`config.mk`:
```
export PLATFORM = sky130hd
export DESIGN_NAME = clock_time_set_editor_core_flat
export DESIGN_NICKNAME = d
export VERILOG_FILES = /design/src/rtl/ctse_pkg.sv /design/src/rtl/ctse_in_if.sv /design/src/rtl/ctse_out_if.sv /design/src/rtl/ctse_field_step.sv /design/src/rtl/clock_time_set_editor_core.sv /design/src/flat_wrapper.sv
export SDC_FILE = /design/constraint.sdc
export NUM_CORES = 1
export LEC_CHECK = 0
export ABC_AREA = 1
export BUFFER_PORTS_ARGS = -buffer_cell sky130_fd_sc_hd__buf_4
export CAP_MARGIN = 10
export CORE_MARGIN = 5
export CORE_UTILIZATION = 45
export CTS_BUF_LIST = sky130_fd_sc_hd__clkbuf_16
export CTS_CLUSTER_SIZE = 25
export DETAILED_ROUTE_END_ITERATION = 8
export REMOVE_ABC_BUFFERS = 1
export SLEW_MARGIN = 30
export SYNTH_ARGS = -nofsm -noshare
export SYNTH_HDL_FRONTEND = slang
export SYNTH_SLANG_ARGS = --single-unit
```
`constraint.sdc`:
```
create_clock -name clk -period 2.95 [get_ports clk]
set_input_delay 0.295 -clock clk [delete_from_list [all_inputs] [get_ports clk]]
set_output_delay 0.295 -clock clk [all_outputs]
set_load 0.02 [all_outputs]
```
`src/rtl/ctse_pkg.sv`:
```
// ----------------------------------------------------------------------------
// ctse_pkg: shared types and helpers for the clock time set editor
// Event codes, field selectors, the time record and the month length lookup.
// ----------------------------------------------------------------------------
`default_nettype none

package ctse_pkg;

  // Event kinds carried in the op field
  typedef enum logic [1:0] {
    OP_STEP  = 2'd0,
    OP_PRESS = 2'd1,
    OP_HOLD  = 2'd2,
    OP_NONE  = 2'd3
  } op_t;

  // Field selector codes
  typedef enum logic [2:0] {
    FLD_HOURS   = 3'd0,
    FLD_MINUTES = 3'd1,
    FLD_SECONDS = 3'd2,
    FLD_WEEKDAY = 3'd3,
    FLD_DATE    = 3'd4,
    FLD_MONTH   = 3'd5,
    FLD_YEAR    = 3'd6
  } field_t;

  localparam logic [2:0] NUM_FIELDS = 3'd7;

  typedef struct packed {
    logic [4:0] hours;
    logic [5:0] minutes;
    logic [5:0] seconds;
    logic [2:0] weekday;
    logic [4:0] date;
    logic [3:0] month;
    logic [6:0] year;
  } ctse_time_t;

  typedef struct packed {
    logic [1:0] op;
    logic       step_up;
    logic [4:0] live_hours;
    logic [5:0] live_minutes;
    logic [5:0] live_seconds;
    logic [2:0] live_weekday;
    logic [4:0] live_date;
    logic [3:0] live_month;
    logic [6:0] live_year;
  } ctse_in_t;

  typedef struct packed {
    logic       editing;
    logic [2:0] selected_field;
    logic       commit;
    logic [4:0] out_hours;
    logic [5:0] out_minutes;
    logic [5:0] out_seconds;
    logic [2:0] out_weekday;
    logic [4:0] out_date;
    logic [3:0] out_month;
    logic [6:0] out_year;
  } ctse_out_t;

  // Days in a month; an invalid month counts as 31, February of a leap year as 29.
  function automatic logic [4:0] days_of(input logic [3:0] month, input logic [6:0] year);
    logic [4:0] dim;
    begin
      case (month)
        4'd2:    dim = (year[1:0] == 2'b00) ? 5'd29 : 5'd28;
        4'd4:    dim = 5'd30;
        4'd6:    dim = 5'd30;
        4'd9:    dim = 5'd30;
        4'd11:   dim = 5'd30;
        default: dim = 5'd31;
      endcase
      return dim;
    end
  endfunction

endpackage

`default_nettype wire

```
`src/rtl/ctse_in_if.sv`:
```
// ----------------------------------------------------------------------------
// ctse_in_if: event channel
// Valid/ready channel carrying one user event and the live time per beat.
// ----------------------------------------------------------------------------
`default_nettype none

interface ctse_in_if;
  logic               valid;
  logic               ready;
  ctse_pkg::ctse_in_t payload;

  modport source (output valid, output payload, input ready);
  modport sink   (input valid, input payload, output ready);
endinterface

`default_nettype wire

```
`src/rtl/ctse_out_if.sv`:
```
// ----------------------------------------------------------------------------
// ctse_out_if: result channel
// Valid/ready channel carrying the editor state after one event per beat.
// ----------------------------------------------------------------------------
`default_nettype none

interface ctse_out_if;
  logic                valid;
  logic                ready;
  ctse_pkg::ctse_out_t payload;

  modport source (output valid, output payload, input ready);
  modport sink   (input valid, input payload, output ready);
endinterface

`default_nettype wire

```
`src/rtl/ctse_field_step.sv`:
```
// ----------------------------------------------------------------------------
// ctse_field_step: one knob step on the selected field
// Wraps the selected field within its range and clamps the date on a month change.
// ----------------------------------------------------------------------------
`default_nettype none

module ctse_field_step (
  input  wire logic [2:0]          sel,
  input  wire logic                up,
  input  wire ctse_pkg::ctse_time_t cur,
  output ctse_pkg::ctse_time_t      nxt
);
  import ctse_pkg::*;

  logic [6:0] hr_sum;
  logic [6:0] mi_sum;
  logic [6:0] se_sum;
  logic [7:0] yr_sum;
  logic [4:0] hr_new;
  logic [5:0] mi_new;
  logic [5:0] se_new;
  logic [6:0] yr_new;
  logic [2:0] wd_new;
  logic [4:0] dt_new;
  logic [3:0] mo_new;
  logic [4:0] dim_cur;
  logic [4:0] dim_new;
  logic [5:0] dt_inc;
  logic [4:0] dt_dec;
  logic [3:0] mo_dec;

  // Modular counters: at most two subtractions of the modulus
  always_comb begin
    hr_sum = {2'b00, cur.hours} + (up ? 7'd1 : 7'd23);
    mi_sum = {1'b0, cur.minutes} + (up ? 7'd1 : 7'd59);
    se_sum = {1'b0, cur.seconds} + (up ? 7'd1 : 7'd59);
    yr_sum = {1'b0, cur.year} + (up ? 8'd1 : 8'd99);

    if (hr_sum >= 7'd48)      hr_new = 5'(hr_sum - 7'd48);
    else if (hr_sum >= 7'd24) hr_new = 5'(hr_sum - 7'd24);
    else                      hr_new = hr_sum[4:0];

    if (mi_sum >= 7'd120)     mi_new = 6'(mi_sum - 7'd120);
    else if (mi_sum >= 7'd60) mi_new = 6'(mi_sum - 7'd60);
    else                      mi_new = mi_sum[5:0];

    if (se_sum >= 7'd120)     se_new = 6'(se_sum - 7'd120);
    else if (se_sum >= 7'd60) se_new = 6'(se_sum - 7'd60);
    else                      se_new = se_sum[5:0];

    if (yr_sum >= 8'd200)      yr_new = 7'(yr_sum - 8'd200);
    else if (yr_sum >= 8'd100) yr_new = 7'(yr_sum - 8'd100);
    else                       yr_new = yr_sum[6:0];
  end

  // Weekday 1..7, date 1..month length, month 1..12
  always_comb begin
    if (up) wd_new = (cur.weekday == 3'd7) ? 3'd1 : 3'(cur.weekday + 3'd1);
    else    wd_new = (cur.weekday <= 3'd1) ? 3'd7 : 3'(cur.weekday - 3'd1);

    dim_cur = days_of(cur.month, cur.year);
    dt_inc  = {1'b0, cur.date} + 6'd1;
    dt_dec  = 5'(cur.date - 5'd1);
    if (up) begin
      dt_new = (dt_inc > {1'b0, dim_cur}) ? 5'd1 : dt_inc[4:0];
    end else if (cur.date <= 5'd1) begin
      dt_new = dim_cur;
    end else begin
      dt_new = (dt_dec > dim_cur) ? 5'd1 : dt_dec;
    end

    mo_dec = 4'(cur.month - 4'd1);
    if (up)                    mo_new = (cur.month >= 4'd12) ? 4'd1 : 4'(cur.month + 4'd1);
    else if (cur.month <= 4'd1) mo_new = 4'd12;
    else                        mo_new = (mo_dec > 4'd12) ? 4'd1 : mo_dec;
    dim_new = days_of(mo_new, cur.year);
  end

  always_comb begin
    nxt = cur;
    case (sel)
      FLD_HOURS:   nxt.hours   = hr_new;
      FLD_MINUTES: nxt.minutes = mi_new;
      FLD_SECONDS: nxt.seconds = se_new;
      FLD_WEEKDAY: nxt.weekday = wd_new;
      FLD_DATE:    nxt.date    = dt_new;
      FLD_MONTH: begin
        nxt.month = mo_new;
        if (cur.date > dim_new) nxt.date = dim_new;
      end
      FLD_YEAR:    nxt.year    = yr_new;
      default:     nxt = cur;
    endcase
  end

endmodule

`default_nettype wire

```
`src/rtl/clock_time_set_editor_core.sv`:
```
// ----------------------------------------------------------------------------
// clock_time_set_editor_core: knob and button editor for clock and calendar
// Takes one user event per beat and returns the edit state after that event.
// ----------------------------------------------------------------------------
// Each event beat (knob step, short press, long hold) yields exactly one
// result beat holding the edit mode flag, the selected field, a commit flag
// and the full edit copy of the time after the event. A long hold outside
// edit mode loads the live time and selects hours; in edit mode a press
// advances the field over hours, minutes, seconds, weekday, date, month,
// year; a knob step in edit mode wraps the selected field, and a month
// change clamps the date to the new month length; a hold in edit mode
// raises commit and leaves edit mode. The block takes one event every
// cycle while results are drained: state and output registers both load
// at the accepting edge, so the result shows in the cycle after. Input
// ready only drops when the output register is full and not being taken.
// ----------------------------------------------------------------------------
`default_nettype none

module clock_time_set_editor_core (
  input  wire logic clk,
  input  wire logic rst,
  ctse_in_if.sink   evt,
  ctse_out_if.source res
);
  import ctse_pkg::*;

  // Editor state
  logic       edit_active;
  logic       edit_active_next;
  logic [2:0] edit_field;
  logic [2:0] edit_field_next;
  ctse_time_t edit_time;
  ctse_time_t edit_time_next;
  ctse_time_t step_time;
  logic       commit_next;

  // Output register
  logic       res_valid;
  ctse_out_t  res_data;

  logic       evt_acc;
  logic [3:0] field_inc;

  // Accept whenever the output register is empty or being drained this cycle
  assign evt.ready   = !res_valid || res.ready;
  assign evt_acc     = evt.valid && evt.ready;
  assign res.valid   = res_valid;
  assign res.payload = res_data;

  ctse_field_step u_step (
    .sel (edit_field),
    .up  (evt.payload.step_up),
    .cur (edit_time),
    .nxt (step_time)
  );

  // Next state for one event
  always_comb begin
    edit_active_next = edit_active;
    edit_field_next  = edit_field;
    edit_time_next   = edit_time;
    commit_next      = 1'b0;
    field_inc        = {1'b0, edit_field} + 4'd1;
    case (op_t'(evt.payload.op))
      OP_STEP: begin
        if (edit_active) edit_time_next = step_time;
      end
      OP_PRESS: begin
        // advance modulo the field count
        if (edit_active) begin
          edit_field_next = (field_inc >= {1'b0, NUM_FIELDS}) ?
                            3'(field_inc - {1'b0, NUM_FIELDS}) : field_inc[2:0];
        end
      end
      OP_HOLD: begin
        if (!edit_active) begin
          // enter edit mode with a snapshot of the live time
          edit_time_next.hours   = evt.payload.live_hours;
          edit_time_next.minutes = evt.payload.live_minutes;
          edit_time_next.seconds = evt.payload.live_seconds;
          edit_time_next.weekday = evt.payload.live_weekday;
          edit_time_next.date    = evt.payload.live_date;
          edit_time_next.month   = evt.payload.live_month;
          edit_time_next.year    = evt.payload.live_year;
          edit_field_next        = FLD_HOURS;
          edit_active_next       = 1'b1;
        end else begin
          // commit and drop out of edit mode, keep the edit copy
          commit_next      = 1'b1;
          edit_active_next = 1'b0;
          edit_field_next  = FLD_HOURS;
        end
      end
      default: ;
    endcase
  end

  // State registers
  always_ff @(posedge clk) begin
    if (rst) begin
      edit_active <= 1'b0;
      edit_field  <= FLD_HOURS;
      edit_time   <= '0;
    end else if (evt_acc) begin
      edit_active <= edit_active_next;
      edit_field  <= edit_field_next;
      edit_time   <= edit_time_next;
    end
  end

  // Output register: load on accept, hold while stalled
  always_ff @(posedge clk) begin
    if (rst) begin
      res_valid <= 1'b0;
    end else if (evt_acc) begin
      res_valid <= 1'b1;
    end else if (res.ready) begin
      res_valid <= 1'b0;
    end
  end

  always_ff @(posedge clk) begin
    if (evt_acc) begin
      res_data.editing        <= edit_active_next;
      res_data.selected_field <= edit_field_next;
      res_data.commit         <= commit_next;
      res_data.out_hours      <= edit_time_next.hours;
      res_data.out_minutes    <= edit_time_next.minutes;
      res_data.out_seconds    <= edit_time_next.seconds;
      res_data.out_weekday    <= edit_time_next.weekday;
      res_data.out_date       <= edit_time_next.date;
      res_data.out_month      <= edit_time_next.month;
      res_data.out_year       <= edit_time_next.year;
    end
  end

  // Outside edit mode the selector rests on hours
  a_idle_field : assert property (@(posedge clk) disable iff (rst)
    !edit_active |-> (edit_field == FLD_HOURS))
    else $error("selector not at hours outside edit mode");

  // A hold outside edit mode enters edit mode
  a_enter : assert property (@(posedge clk) disable iff (rst)
    (evt_acc && (evt.payload.op == OP_HOLD) && !edit_active) |=> edit_active)
    else $error("hold did not enter edit mode");

  // Knob steps outside edit mode leave the edit copy alone
  a_idle_step : assert property (@(posedge clk) disable iff (rst)
    (evt_acc && (evt.payload.op == OP_STEP) && !edit_active) |=> $stable(edit_time))
    else $error("edit copy changed outside edit mode");

  // Every accepted event shows up as a result beat
  a_result : assert property (@(posedge clk) disable iff (rst)
    evt_acc |=> (res_valid && (res_data.editing == edit_active)))
    else $error("result beat missing or out of step with state");

  // A commit always leaves edit mode
  a_commit : assert property (@(posedge clk) disable iff (rst)
    (res_valid && res_data.commit) |-> !res_data.editing)
    else $error("commit while still editing");

endmodule

`default_nettype wire
```
`src/flat_wrapper.sv`:
```
// flat-port wrapper written by rule: the top's interface ports become plain ports
module clock_time_set_editor_core_flat import ctse_pkg::*;
  (clk, rst, evt_valid, evt_payload, evt_ready, res_valid, res_payload, res_ready);
  ctse_in_if evt_i ();
  ctse_out_if res_i ();
  input  wire logic clk;
  input  wire logic rst;
  input wire logic [$bits(evt_i.valid)-1:0] evt_valid;
  input wire logic [$bits(evt_i.payload)-1:0] evt_payload;
  output wire logic [$bits(evt_i.ready)-1:0] evt_ready;
  output wire logic [$bits(res_i.valid)-1:0] res_valid;
  output wire logic [$bits(res_i.payload)-1:0] res_payload;
  input wire logic [$bits(res_i.ready)-1:0] res_ready;
  assign evt_i.valid = evt_valid;
  assign evt_i.payload = evt_payload;
  assign evt_ready = evt_i.ready;
  assign res_valid = res_i.valid;
  assign res_payload = res_i.payload;
  assign res_i.ready = res_ready;
  clock_time_set_editor_core u_core (.clk(clk), .rst(rst), .evt(evt_i), .res(res_i));
endmodule
```
==> metrics.cfg, run 1 <==
[run_status]
outcome = finished, final reports clean

[pwr]
p_leak_nw = 3.952
peakVddDrop_mv = 0.2875
fin_total_pwr_mw = 3.693
power.density_mw_per_mm2 = 470.3

[timing]
setup_violations = 0
finalHoldViolations = 0
worst_pin_slew_ns = 0.6053
slew_violations = 0
worst_hold_slack_ns = 0.2628
min_period_over_period = 0.9407
fmax_ghz = 0.3603
setup_slack_ns = 0.1748
period_needed_ns = 2.775
fin_worst_skew_ns = 0.007734
rsz0062_at_grt = true
max_slew_margin = 0.5965
tns_ns = 0

[synth]
synth.distinct_cells = 50
yosys_warnings = 0
syn_area_mm2 = 0.006434
async_flop_share = 0
synth-edff-count = 41
synth.avg_cell_area_um2 = 7.261
yosysSeqAreaShare = 0.3189
ys_ff_latch = 82
ys.flop_type = edfxtp_1
syn_inst = 886

[global_routing]
grt_pass1_vias = 5762
grt_use_total = 0.2081
antenna_found_initial = 0
overflow = 0
grt_pass1_wl_mm = 28.04
grt_max_degree = 56

[drt]
via_per_inst = 5.156
ant_nets = 0
routed_wl_mm = 17.19
vias = 6105
first_pass_iters = 6
routedWlPerCell_um = 14.51
drcViolationCount = 0
drtIter0Drc = 484

[die]
initial_core_util = 0.4617
fp.dieH_um = 129.6
rows = 43
dieWidth_um = 129.6
core_mm2 = 0.01393
io_pins = 86
die-area_mm2 = 0.01679

[critical_path]
reg2reg_from = u_core.edit_time[7]$_SDFFE_PP0P_
worstPathCellList = inv_1, ha_2, inv_2, nand2_1, nand2_2, a31oi_2, nor2_1, nor2_1, buf_4, nand3_1, nand2_1, inv_1, nand2_1, inv_1, ha_1, nand2_1, and3_4, inv_1, a21oi_1, nand2_1, nand3_1, nand3_1, nand3_2
critPathMaxStageDelay_ns = 0.33
worstPathRequired_ns = 3.03
slowest_stage = dfxtp_2
end_kind = flip-flop
cp_max_fo = 4
cpMostUsedCell = nand2_1
r2r-end = u_core.res.payload[12]$_DFFE_PP_
worstPathArrival_ns = 2.86
reg2reg_depth = 23
startpoint_type = flip-flop
crit_type = flip-flop to flip-flop
r2r_slack_ns = 0.17

[final_layout]
syn_to_final_growth_pct = 22.03
fillers = 1415
drive_gt1_frac = 0.2032
utilization = 0.5634
antenna_cells = 0
fin_nets = 1099

[clock_tree]
clockRootBuffer = clkbuf_16
postCtsHoldBufs = 0
htreeDepth = 3
clk_latency_ns = 0.34
clk_pin_slew_ns = 0.06
cts_num_sinks = 82
tritoncts = done
cts_buffers = 9
clockBufferDepth = 2

[worst_hold_path]
hold_start = evt_payload[32]
hold_path_class = input port to flip-flop
holdPathEnd = u_core.res.payload[32]$_DFFE_PP_
hold_depth = 3

[place]
place_ws_ns = 0.1018
port_buffers = 85
gp_congestion = 0.8921
post-dp-hpwl_mm = 12.35

[run]
maxCapViolCount = 0

## synth_stat cells, types with 3 or more instances
cell | count | share of area
clkbuf_1 | 14 | 0.0082
edfxtp_1 | 41 | 0.19
o21a_1 | 5 | 0.0058
a22oi_1 | 27 | 0.032
ha_1 | 53 | 0.10
nand3b_1 | 3 | 0.0035
nand4_1 | 7 | 0.0068
inv_1 | 145 | 0.085
nand3_2 | 6 | 0.0093
o22ai_1 | 3 | 0.0029
o21ai_0 | 55 | 0.043
fa_1 | 4 | 0.012
nor3_1 | 4 | 0.0031
a211oi_1 | 7 | 0.0082
o221ai_1 | 3 | 0.0041
xnor2_1 | 4 | 0.0054
o21bai_1 | 4 | 0.0047
nor2_1 | 56 | 0.033
a21oi_2 | 3 | 0.0041
nor2_2 | 3 | 0.0029
nand3_1 | 61 | 0.047
o21ai_1 | 7 | 0.0054
buf_2 | 4 | 0.0031
a21oi_1 | 66 | 0.051
inv_2 | 4 | 0.0023
xor2_1 | 15 | 0.020
nand2_1 | 196 | 0.11
nand2_2 | 9 | 0.0088
clkbuf_8 | 4 | 0.0086
o21ai_2 | 4 | 0.0054
o211ai_1 | 7 | 0.0082
dfxtp_1 | 41 | 0.13
## logic make-up (layout without fill, tap and decap cells)
group,Yosys count,count (layout),share of synthesized area
adders and majority gates,57,57,0.1155
buffers and inverters,175,293,0.1107
xor gates and xnor gates,20,20,0.02839
and+or+nand+nor,354,354,0.2408
AOI/OAI and AO/OA,198,198,0.1857
DFF,82,82,0.3189
## area by class of cell
type                            instances  area, µm²  share of cell area
Clock buffer                            9      225.2             0.02869
Sequential cell                        82       2057              0.2620
Inverter                              151      569.3             0.07251
Timing Repair Buffer                  126      970.9              0.1237
Clock inverter                          7      63.81            0.008127
Multi-Input combinational cell        629       3740              0.4763
Tap cell                              180      225.2             0.02869
## cell usage in the layout (no fill, tap or decap), types with 9 or more instances in the layout
| master | synthesis | layout |
|---|---|---|
| a21oi_1 | 66 | 65 |
| a22oi_1 | 27 | 27 |
| buf_4 | 0 | 124 |
| clkbuf_16 | 0 | 9 |
| dfxtp_1 | 41 | 37 |
| edfxtp_1 | 41 | 41 |
| ha_1 | 53 | 51 |
| inv_1 | 145 | 144 |
| nand2_1 | 196 | 193 |
| nand2_2 | 9 | 12 |
| nand3_1 | 61 | 58 |
| nor2_1 | 56 | 56 |
| o21ai_0 | 55 | 53 |
| xor2_1 | 15 | 15 |
## where the power goes
part	internal, mW	total (mW)	switching (mW)	leakage, nW
Clock	0.648	1.12	0.472	0.148
Sequential	1.31	1.38	0.0694	0.753
Combinational	0.471	1.19	0.719	3.05
## registers in the layout, indices dropped and copies added (netlist names)
| signal | flops |
|---|---|
| u_core.edit_time | 36 |
| u_core.res.payload | 41 |
| u_core.edit_field | 3 |
| u_core.res.valid | 1 |
| u_core.edit_active | 1 |
## repair_timing
item / CTS / global route
setup endpoints to repair: 0 / 15
setup buffers: 0 / 3
gates resized for setup: 0 / 25
## routing by layer
metal | global-route usage | vias up | share of wire
met2 | 0.3230 | 170 | 0.44
met1 | 0.2963 | 2748 | 0.48
met4 | 0.07090 | 0 | 0.020
li1 | - | 3161 | -
met3 | 0.03133 | 26 | 0.055
met5 | 0 | - | 0
## critical path, delay by kind of cell, from the launching register on
family	cells	cell delay (ns)
compound gates	2	0.24
fa+ha+maj	2	0.47
buf+inv	6	0.42
flops	1	0.33
simple gates	13	1.09
## worst max path at each step
stage                                          start  slack [ns]                           endpoint
floorplan              u_core.res.valid$_SDFFE_PP0P_       -0.92  u_core.edit_time[27]$_SDFFE_PP0P_
global placement    u_core.edit_time[7]$_SDFFE_PP0P_        0.12  u_core.edit_time[12]$_SDFFE_PP0P_
detailed placement  u_core.edit_time[7]$_SDFFE_PP0P_        0.10  u_core.edit_time[12]$_SDFFE_PP0P_
CTS                 u_core.edit_time[7]$_SDFFE_PP0P_        0.09  u_core.edit_time[12]$_SDFFE_PP0P_
global route        u_core.edit_time[7]$_SDFFE_PP0P_       -0.06  u_core.edit_time[12]$_SDFFE_PP0P_
finish              u_core.edit_time[7]$_SDFFE_PP0P_        0.17   u_core.res.payload[12]$_DFFE_PP_
## through the flow
step | std cells | instance area, µm²
CTS | 1181 | 7756
detailed placement | 1165 | 7467
global placement | 1165 | 7467
finish | 1184 | 7851
global route | 1184 | 7851
floorplan | 862 | 6291
(Power assumes the default switching activity.)
==> inputs of run 2 (changes only) <==
PLACE_DENSITY = 0.77   (was not set)
==> run 2 against run 1 <==
First-iteration DRC count is 19% higher. Clock-buffer cell count stayed put. Fmax is 1.6% lower. Register-to-register slack worse by 0.05 ns. Global-route usage is 0.92 points lower. Power is 2.3% higher. Wire length is 1.6% lower. Flip-flop and latch count stayed put. Sequential power hardly changed. Critical path type unchanged. Largest cell class unchanged. Highest routed layer unchanged.
==> metrics.cfg, run 2 (same netlist as run 1, synthesis figures left out) <==
[clock_tree]
clockRootBuffer = clkbuf_16
clk_latency_ns = 0.36  ; +0.02 ns
cts_buffers = 9  ; unchanged
clockBufferDepth = 2  ; unchanged
htreeDepth = 3  ; unchanged
tritoncts = done
clk_pin_slew_ns = 0.06  ; about the same
postCtsHoldBufs = 0  ; unchanged
cts_num_sinks = 82  ; unchanged

[critical_path]
crit_end = u_core.res.payload[12]$_DFFE_PP_
cp.depth = 19  ; -17%
slowest_stage = dfxtp_1
r2r_slack_ns = 0.13  ; -0.05 ns
r2r-end = u_core.res.payload[12]$_DFFE_PP_
cpMostUsedCell = nand2_1
critPathMaxStageDelay_ns = 0.41  ; +0.08 ns
worstPathRequired_ns = 3.04  ; about the same
worstPathArrival_ns = 2.91  ; +0.05 ns
cp_max_fo = 7  ; +3
crit_path_start = u_core.edit_time[10]$_SDFFE_PP0P_
worstPathCellList = inv_2, nand2_1, nor3_1, nor2_1, a21oi_1, nand3_1, nand2_1, inv_1, nand2_2, inv_1, ha_1, nand2_1, and3_4, inv_1, a21oi_1, nand2_1, nand3_2, nand3_2, nand3_2
reg2reg_depth = 19  ; -17%
end_kind = flip-flop
path_buf_inv = 4  ; -2
reg2reg_from = u_core.edit_time[10]$_SDFFE_PP0P_
critPathTopFamily = simple AND/OR/NAND/NOR gates
crit_type = flip-flop to flip-flop
startpoint_type = flip-flop

[pwr]
peakVddDrop_mv = 0.2959  ; +2.9%
power.density_mw_per_mm2 = 486.1  ; +3.4%
p_leak_nw = 3.869  ; -2.1%

[final_layout]
drive_gt1_frac = 0.1949  ; -0.008263
utilization = 0.5577  ; -0.005746
multiInputGateArea_mm2 = 0.003780  ; +1.1%
syn_to_final_growth_pct = 20.79
final_cell_mix = nand2_1, inv_1, buf_4, a21oi_1, nand3_1
antenna_cells = 0  ; unchanged
fillers = 1293  ; -8.6%
fin_nets = 1080  ; -1.7%
mostFrequentLayoutCell = nand2_1
ff_latch_area_mm2 = 0.002059  ; +0.12%
largest_register_ffs = 41  ; unchanged

[global_routing]
grt_pass1_wl_mm = 26.73  ; -4.7%
grt_pass1_vias = 5607  ; -2.7%
grt_use_total = 0.1989  ; -0.009200
antenna_found_initial = 0  ; unchanged
grt_max_degree = 56  ; unchanged
overflow = 0  ; unchanged

[drt]
drcViolationCount = 0  ; unchanged
routedWlPerCell_um = 14.52  ; about the same
ant_nets = 0  ; unchanged
via_per_inst = 5.300  ; +2.8%
routed_wl_mm = 16.91  ; -1.6%
first_pass_iters = 5  ; -1
drtIter0Drc = 576  ; +19%
vias = 6174  ; +1.1%

[die]
initial_core_util = 0.4617  ; unchanged
dieWidth_um = 129.6  ; unchanged
rows = 43  ; unchanged
die-area_mm2 = 0.01679  ; unchanged
fp.dieH_um = 129.6  ; unchanged
io_pins = 86  ; unchanged
core_mm2 = 0.01393  ; unchanged

[timing]
setup_slack_ns = 0.1294  ; -0.04546 ns
finalHoldViolations = 0  ; unchanged
max_slew_margin = 0.5700  ; -0.02643
slew_violations = 0  ; unchanged
min_period_over_period = 0.9561  ; +0.01541
tns_ns = 0  ; unchanged
period_needed_ns = 2.821  ; +0.04546 ns
setup_violations = 0  ; unchanged
worst_hold_slack_ns = 0.2365  ; -0.02629 ns
fmax_ghz = 0.3545  ; -1.6%
worst_pin_slew_ns = 0.6440  ; +0.03870 ns
fin_worst_skew_ns = 0.009404  ; +0.001671 ns

[run_status]
outcome = finished, final reports clean

[place]
port_buffers = 85  ; unchanged
gp_congestion = 0.9146  ; +2.5%
post-dp-hpwl_mm = 12.15  ; -1.6%
place_ws_ns = 0.02471  ; -0.07710 ns

[worst_hold_path]
hold_path_class = input port to flip-flop

[run]
maxCapViolCount = 0  ; unchanged

-- run 2: changes by cell type in the layout (fill, tap and decap cells not counted), sizes merged --
cell / before / now
buf: 126 / 107
bufinv: 1 / 2
clkinv: 3 / 2
-- run 2: power breakdown --
group	switching, mW	internal [mW]
logic	0.722	0.444
registers	0.0728	1.31
clock network	0.486	0.741
-- run 2: tightest hold or removal path: cells and delay by family --
family,cells,cell delay [ns]
AOI/OAI and AO/OA,1,0.07
and+or+nand+nor,1,0.08
buffers and inverters,2,0.10
-- run 2: timing repair --
action / in CTS / in global routing
gates resized for setup: 0 / 36
setup buffers: 0 / 3
setup endpoints to repair: 0 / 30
-- run 2: worst min path at each step --
| stage | start | to | slack [ns] | cells past startpoint |
|---|---|---|---|---|
| final | res_ready | u_core.res.valid$_SDFFE_PP0P_ | 0.24 | 4 |
| after floorplan | rst | u_core.res.valid$_SDFFE_PP0P_ | 0.36 | 1 |
| after global routing | evt_payload[32] | u_core.res.payload[32]$_DFFE_PP_ | 0.27 | 3 |
| after detailed placement | u_core.res.valid$_SDFFE_PP0P_ | u_core.res.valid$_SDFFE_PP0P_ | 0.52 | 2 |
| after global placement | u_core.res.valid$_SDFFE_PP0P_ | u_core.res.valid$_SDFFE_PP0P_ | 0.52 | 2 |
| after CTS | res_ready | u_core.res.valid$_SDFFE_PP0P_ | 0.24 | 4 |
-- run 2: metrics by stage --
| step | total power [mW] | instance area (µm²) | std cells |
|---|---|---|---|
| 6_report | 3.778 | 7771 | 1165 |
| 5_1_grt | 4.002 | 7771 | 1165 |
| 4_1_cts | 3.740 | 7629 | 1162 |
| 3_5_place_dp | 2.511 | 7310 | 1146 |
| 3_3_place_gp | 2.490 | 7310 | 1146 |
| 2_1_floorplan | 2.158 | 6291 | 862 |
-- run 2: area by class of cell --
type	instances	share of cell area
clock buffer	9	0.02898
clock inverter	7	0.01208
inverter	151	0.07358
multi-input combinational	629	0.4864
sequential	82	0.2650
tap	180	0.02898
timing repair buffer	107	0.1050
-- run 2: routing by layer --
layer	global-route usage	up-vias	wire, µm
li1	-	3122	-
met1	0.2579	2798	7420
met2	0.3206	212	7793
met3	0.03792	42	1121
met4	0.09291	0	578
met5	0	-	0
==> inputs of run 3 (changes only) <==
ABC_AREA = not set   (was 1)
SETUP_SLACK_MARGIN = 0.1   (was not set)
==> run 3 against run 2 <==
The run now ends with setup timing left. Critical path depth fell by 3. Clock power fell by 7%. Critical path type unchanged. Combinational power grew 26%.
==> metrics.cfg, run 3 <==
[run_status]
outcome = finished with violations
violations = setup timing

[timing]
max_slew_margin = 0.5805  ; +0.01042
finalHoldViolations = 0  ; unchanged
fin_worst_skew_ns = 0.009443  ; +0.00003844 ns
slew_violations = 0  ; unchanged
worst_pin_slew_ns = 0.6293  ; -0.01470 ns
min_period_over_period = 1.018  ; +0.06175
setup_slack_ns = -0.05278  ; -0.1822 ns
rsz0062_at_grt = true
setup_violations = 2  ; +2
period_needed_ns = 3.003  ; +0.1822 ns
fmax_ghz = 0.3330  ; -6.1%

[global_routing]
grt_pass1_wl_mm = 34.47  ; +29%
grt_use_total = 0.2363  ; +0.03738
overflow = 0  ; unchanged
antenna_found_initial = 0  ; unchanged
grt_pass1_vias = 6910  ; +23%
grt_max_degree = 44  ; -21%

[worst_hold_path]
hold_path_class = input port to flip-flop

[critical_path]
crit_type = flip-flop to flip-flop
cpMostUsedCell = ha_4
startpoint_type = flip-flop
end_kind = flip-flop
critPathTopFamily = compound AO/OA/AOI/OAI gates
slowest_stage = dfxtp_4
cp_max_fo = 5  ; -2
worstPathArrival_ns = 3.10  ; +0.19 ns
worstPathRequired_ns = 3.04  ; about the same
critPathMaxStageDelay_ns = 0.40  ; about the same
worstPathCellList = buf_6, ha_4, buf_4, o31ai_4, a311oi_2, a31oi_2, nand4_1, inv_2, ha_4, nand2b_4, a221oi_4, nor2_2, a211oi_2, o31ai_2, a21oi_1, nor2_1
path_buf_inv = 3  ; -1

[clock_tree]
htreeDepth = 3  ; unchanged
cts_buffers = 9  ; unchanged
cts_num_sinks = 82  ; unchanged
clk_latency_ns = 0.35  ; about the same
clk_pin_slew_ns = 0.07  ; about the same
postCtsHoldBufs = 0  ; unchanged
tritoncts = done
clockBufferDepth = 2  ; unchanged
clockRootBuffer = clkbuf_16

[final_layout]
largest_register_ffs = 41  ; unchanged
final_cell_mix = buf_4, nor2_1, nand2_1, edfxtp_1, ha_1
syn_to_final_growth_pct = 40.95
final_cell_area_mm2 = 0.009483  ; +22%
fillers = 1162  ; -10%
antenna_cells = 0  ; unchanged
drive_gt1_frac = 0.3643  ; +0.1693
fin_nets = 1108  ; +2.6%
utilization = 0.6500  ; +0.09231
mostFrequentLayoutCell = buf_4
multiInputGateArea_mm2 = 0.004888  ; +29%
ff_latch_area_mm2 = 0.002069  ; +0.49%

[synth]
async_flop_share = 0  ; unchanged
synthMostInstantiatedCell = nor2_1
yosysSeqAreaShare = 0.3050  ; -0.01394
ys.flop_type = edfxtp_1
yosys-top-cells-area = edfxtp_1, dfxtp_1, ha_1
synth-edff-count = 41  ; unchanged
yosys.area.top_type_share = 0.1830  ; -0.008364
syn_inst = 807  ; -8.9%
yosys-top-cells-count = nor2_1, nand2_1, ha_1
ys_ff_latch = 82  ; unchanged
syn_area_mm2 = 0.006728  ; +4.6%
yosys_warnings = 0  ; unchanged
synth.distinct_cells = 87  ; +74%
synth.avg_cell_area_um2 = 8.337  ; +15%
synth_top_area_cell = edfxtp_1

[drt]
drtIter0Drc = 884  ; +53%
first_pass_iters = 5  ; unchanged
ant_nets = 0  ; unchanged
routed_wl_mm = 22.60  ; +34%
routedWlPerCell_um = 18.88  ; +30%
via_per_inst = 6.147  ; +16%
drcViolationCount = 0  ; unchanged
vias = 7358  ; +19%

[die]
fp.dieH_um = 132.3  ; +2.1%
core_mm2 = 0.01459  ; +4.7%
dieWidth_um = 132.3  ; +2.1%
io_pins = 86  ; unchanged
rows = 44  ; +2.3%
die-area_mm2 = 0.01750  ; +4.2%
initial_core_util = 0.4611  ; -0.0005550

[place]
place_area_mm2 = 0.008348  ; +14%
port_buffers = 85  ; unchanged
post-dp-hpwl_mm = 15.16  ; +25%
place_ws_ns = -0.4004  ; -0.4252 ns
gp_congestion = 0.9632  ; +5.3%

[pwr]
p_leak_nw = 3.935  ; +1.7%
power.density_mw_per_mm2 = 421.4  ; -13%
peakVddDrop_mv = 0.2869  ; -3.0%
fin_total_pwr_mw = 3.997  ; +5.8%

[run]
maxCapViolCount = 0  ; unchanged

[run 3: cell count changes after synthesis, moves of 17 or more]
cell / change
nand3_1: -39
o21ai_0: -19
a21oi_1: -29
nor3_1: +18
clkbuf_1: +17
a211oi_1: +22
nor2_1: +40
inv_1: -102
nand2_1: -131
[run 3: layout make-up]
type,count,area share
Timing Repair Buffer,236,0.1912
Sequential cell,82,0.2182
Tap cell,184,0.02428
Inverter,47,0.01979
Multi-Input combinational cell,632,0.5155
Clock buffer,9,0.02375
Clock inverter,7,0.007257
[run 3: per-stage QoR]
step                      setup TNS, ns  hold slack, ns  cells
after global routing            -0.4677          0.1961   1197
after CTS                             0          0.1804   1183
after detailed placement         -4.176          0.4725   1156
final                          -0.09233          0.1847   1197
after global placement           -3.326          0.4651   1156
after floorplan                  -3.102          0.3596    761
[run 3: routing by layer]
| metal | vias to the layer above | wire (µm) | global-route usage |
|---|---|---|---|
| li1 | 3424 | - | - |
| met1 | 3493 | 9550 | 0.3185 |
| met2 | 365 | 10510 | 0.3728 |
| met3 | 76 | 1680 | 0.04084 |
| met4 | 0 | 866 | 0.1024 |
| met5 | - | 0 | 0 |
[run 3: what timing repair did]
| item | CTS | global route |
|---|---|---|
| endpoints found under the setup margin | 13 | 35 |
| cloned | 0 | 0 |
| pin swaps | 28 | 42 |
| gates resized for setup | 54 | 83 |
| buffers inserted | 11 | 14 |
[run 3: cells by family (layout without fill, tap and decap cells)]
logic type,after synthesis,after routing,synth area share
AND/OR/NAND/NOR,275,275,0.1934
AO/OA/AOI/OAI,269,269,0.2903
buffers and inverters,93,299,0.05542
flip-flops,82,82,0.3050
adder cells (fa/ha/maj),57,57,0.1105
XOR/XNOR,25,25,0.03589
multiplexers,6,6,0.009485
[run 3: worst paths after layout]
check                           slack (ns)  cells after the start                           endpoint                         startpoint
worst max-delay path                 -0.05                     16   u_core.res.payload[11]$_DFFE_PP_   u_core.edit_time[7]$_SDFFE_PP0P_
worst min-delay path                  0.18                      3      u_core.res.valid$_SDFFE_PP0P_                          evt_valid
worst max register to register       -0.05                     16   u_core.res.payload[11]$_DFFE_PP_   u_core.edit_time[7]$_SDFFE_PP0P_
worst min register to register        0.48                      2  u_core.edit_time[33]$_SDFFE_PP0P_  u_core.edit_time[33]$_SDFFE_PP0P_
[run 3: worst reg2reg max path: cells and delay by family (launching register included)]
kind	cells	cell delay, ns
compound gates	7	1.25
fa+ha+maj	2	0.47
flops	1	0.40
buf+inv	3	0.33
simple gates	4	0.32
[run 3: report_power, final]
part / total (mW) / switching [mW] / internal, mW / leakage, nW
registers: 1.37 / 0.0762 / 1.29 / 0.752
clock network: 1.15 / 0.495 / 0.655 / 0.143
logic: 1.48 / 0.773 / 0.705 / 3.04
total: 4.00 / 1.34 / 2.65 / 3.94
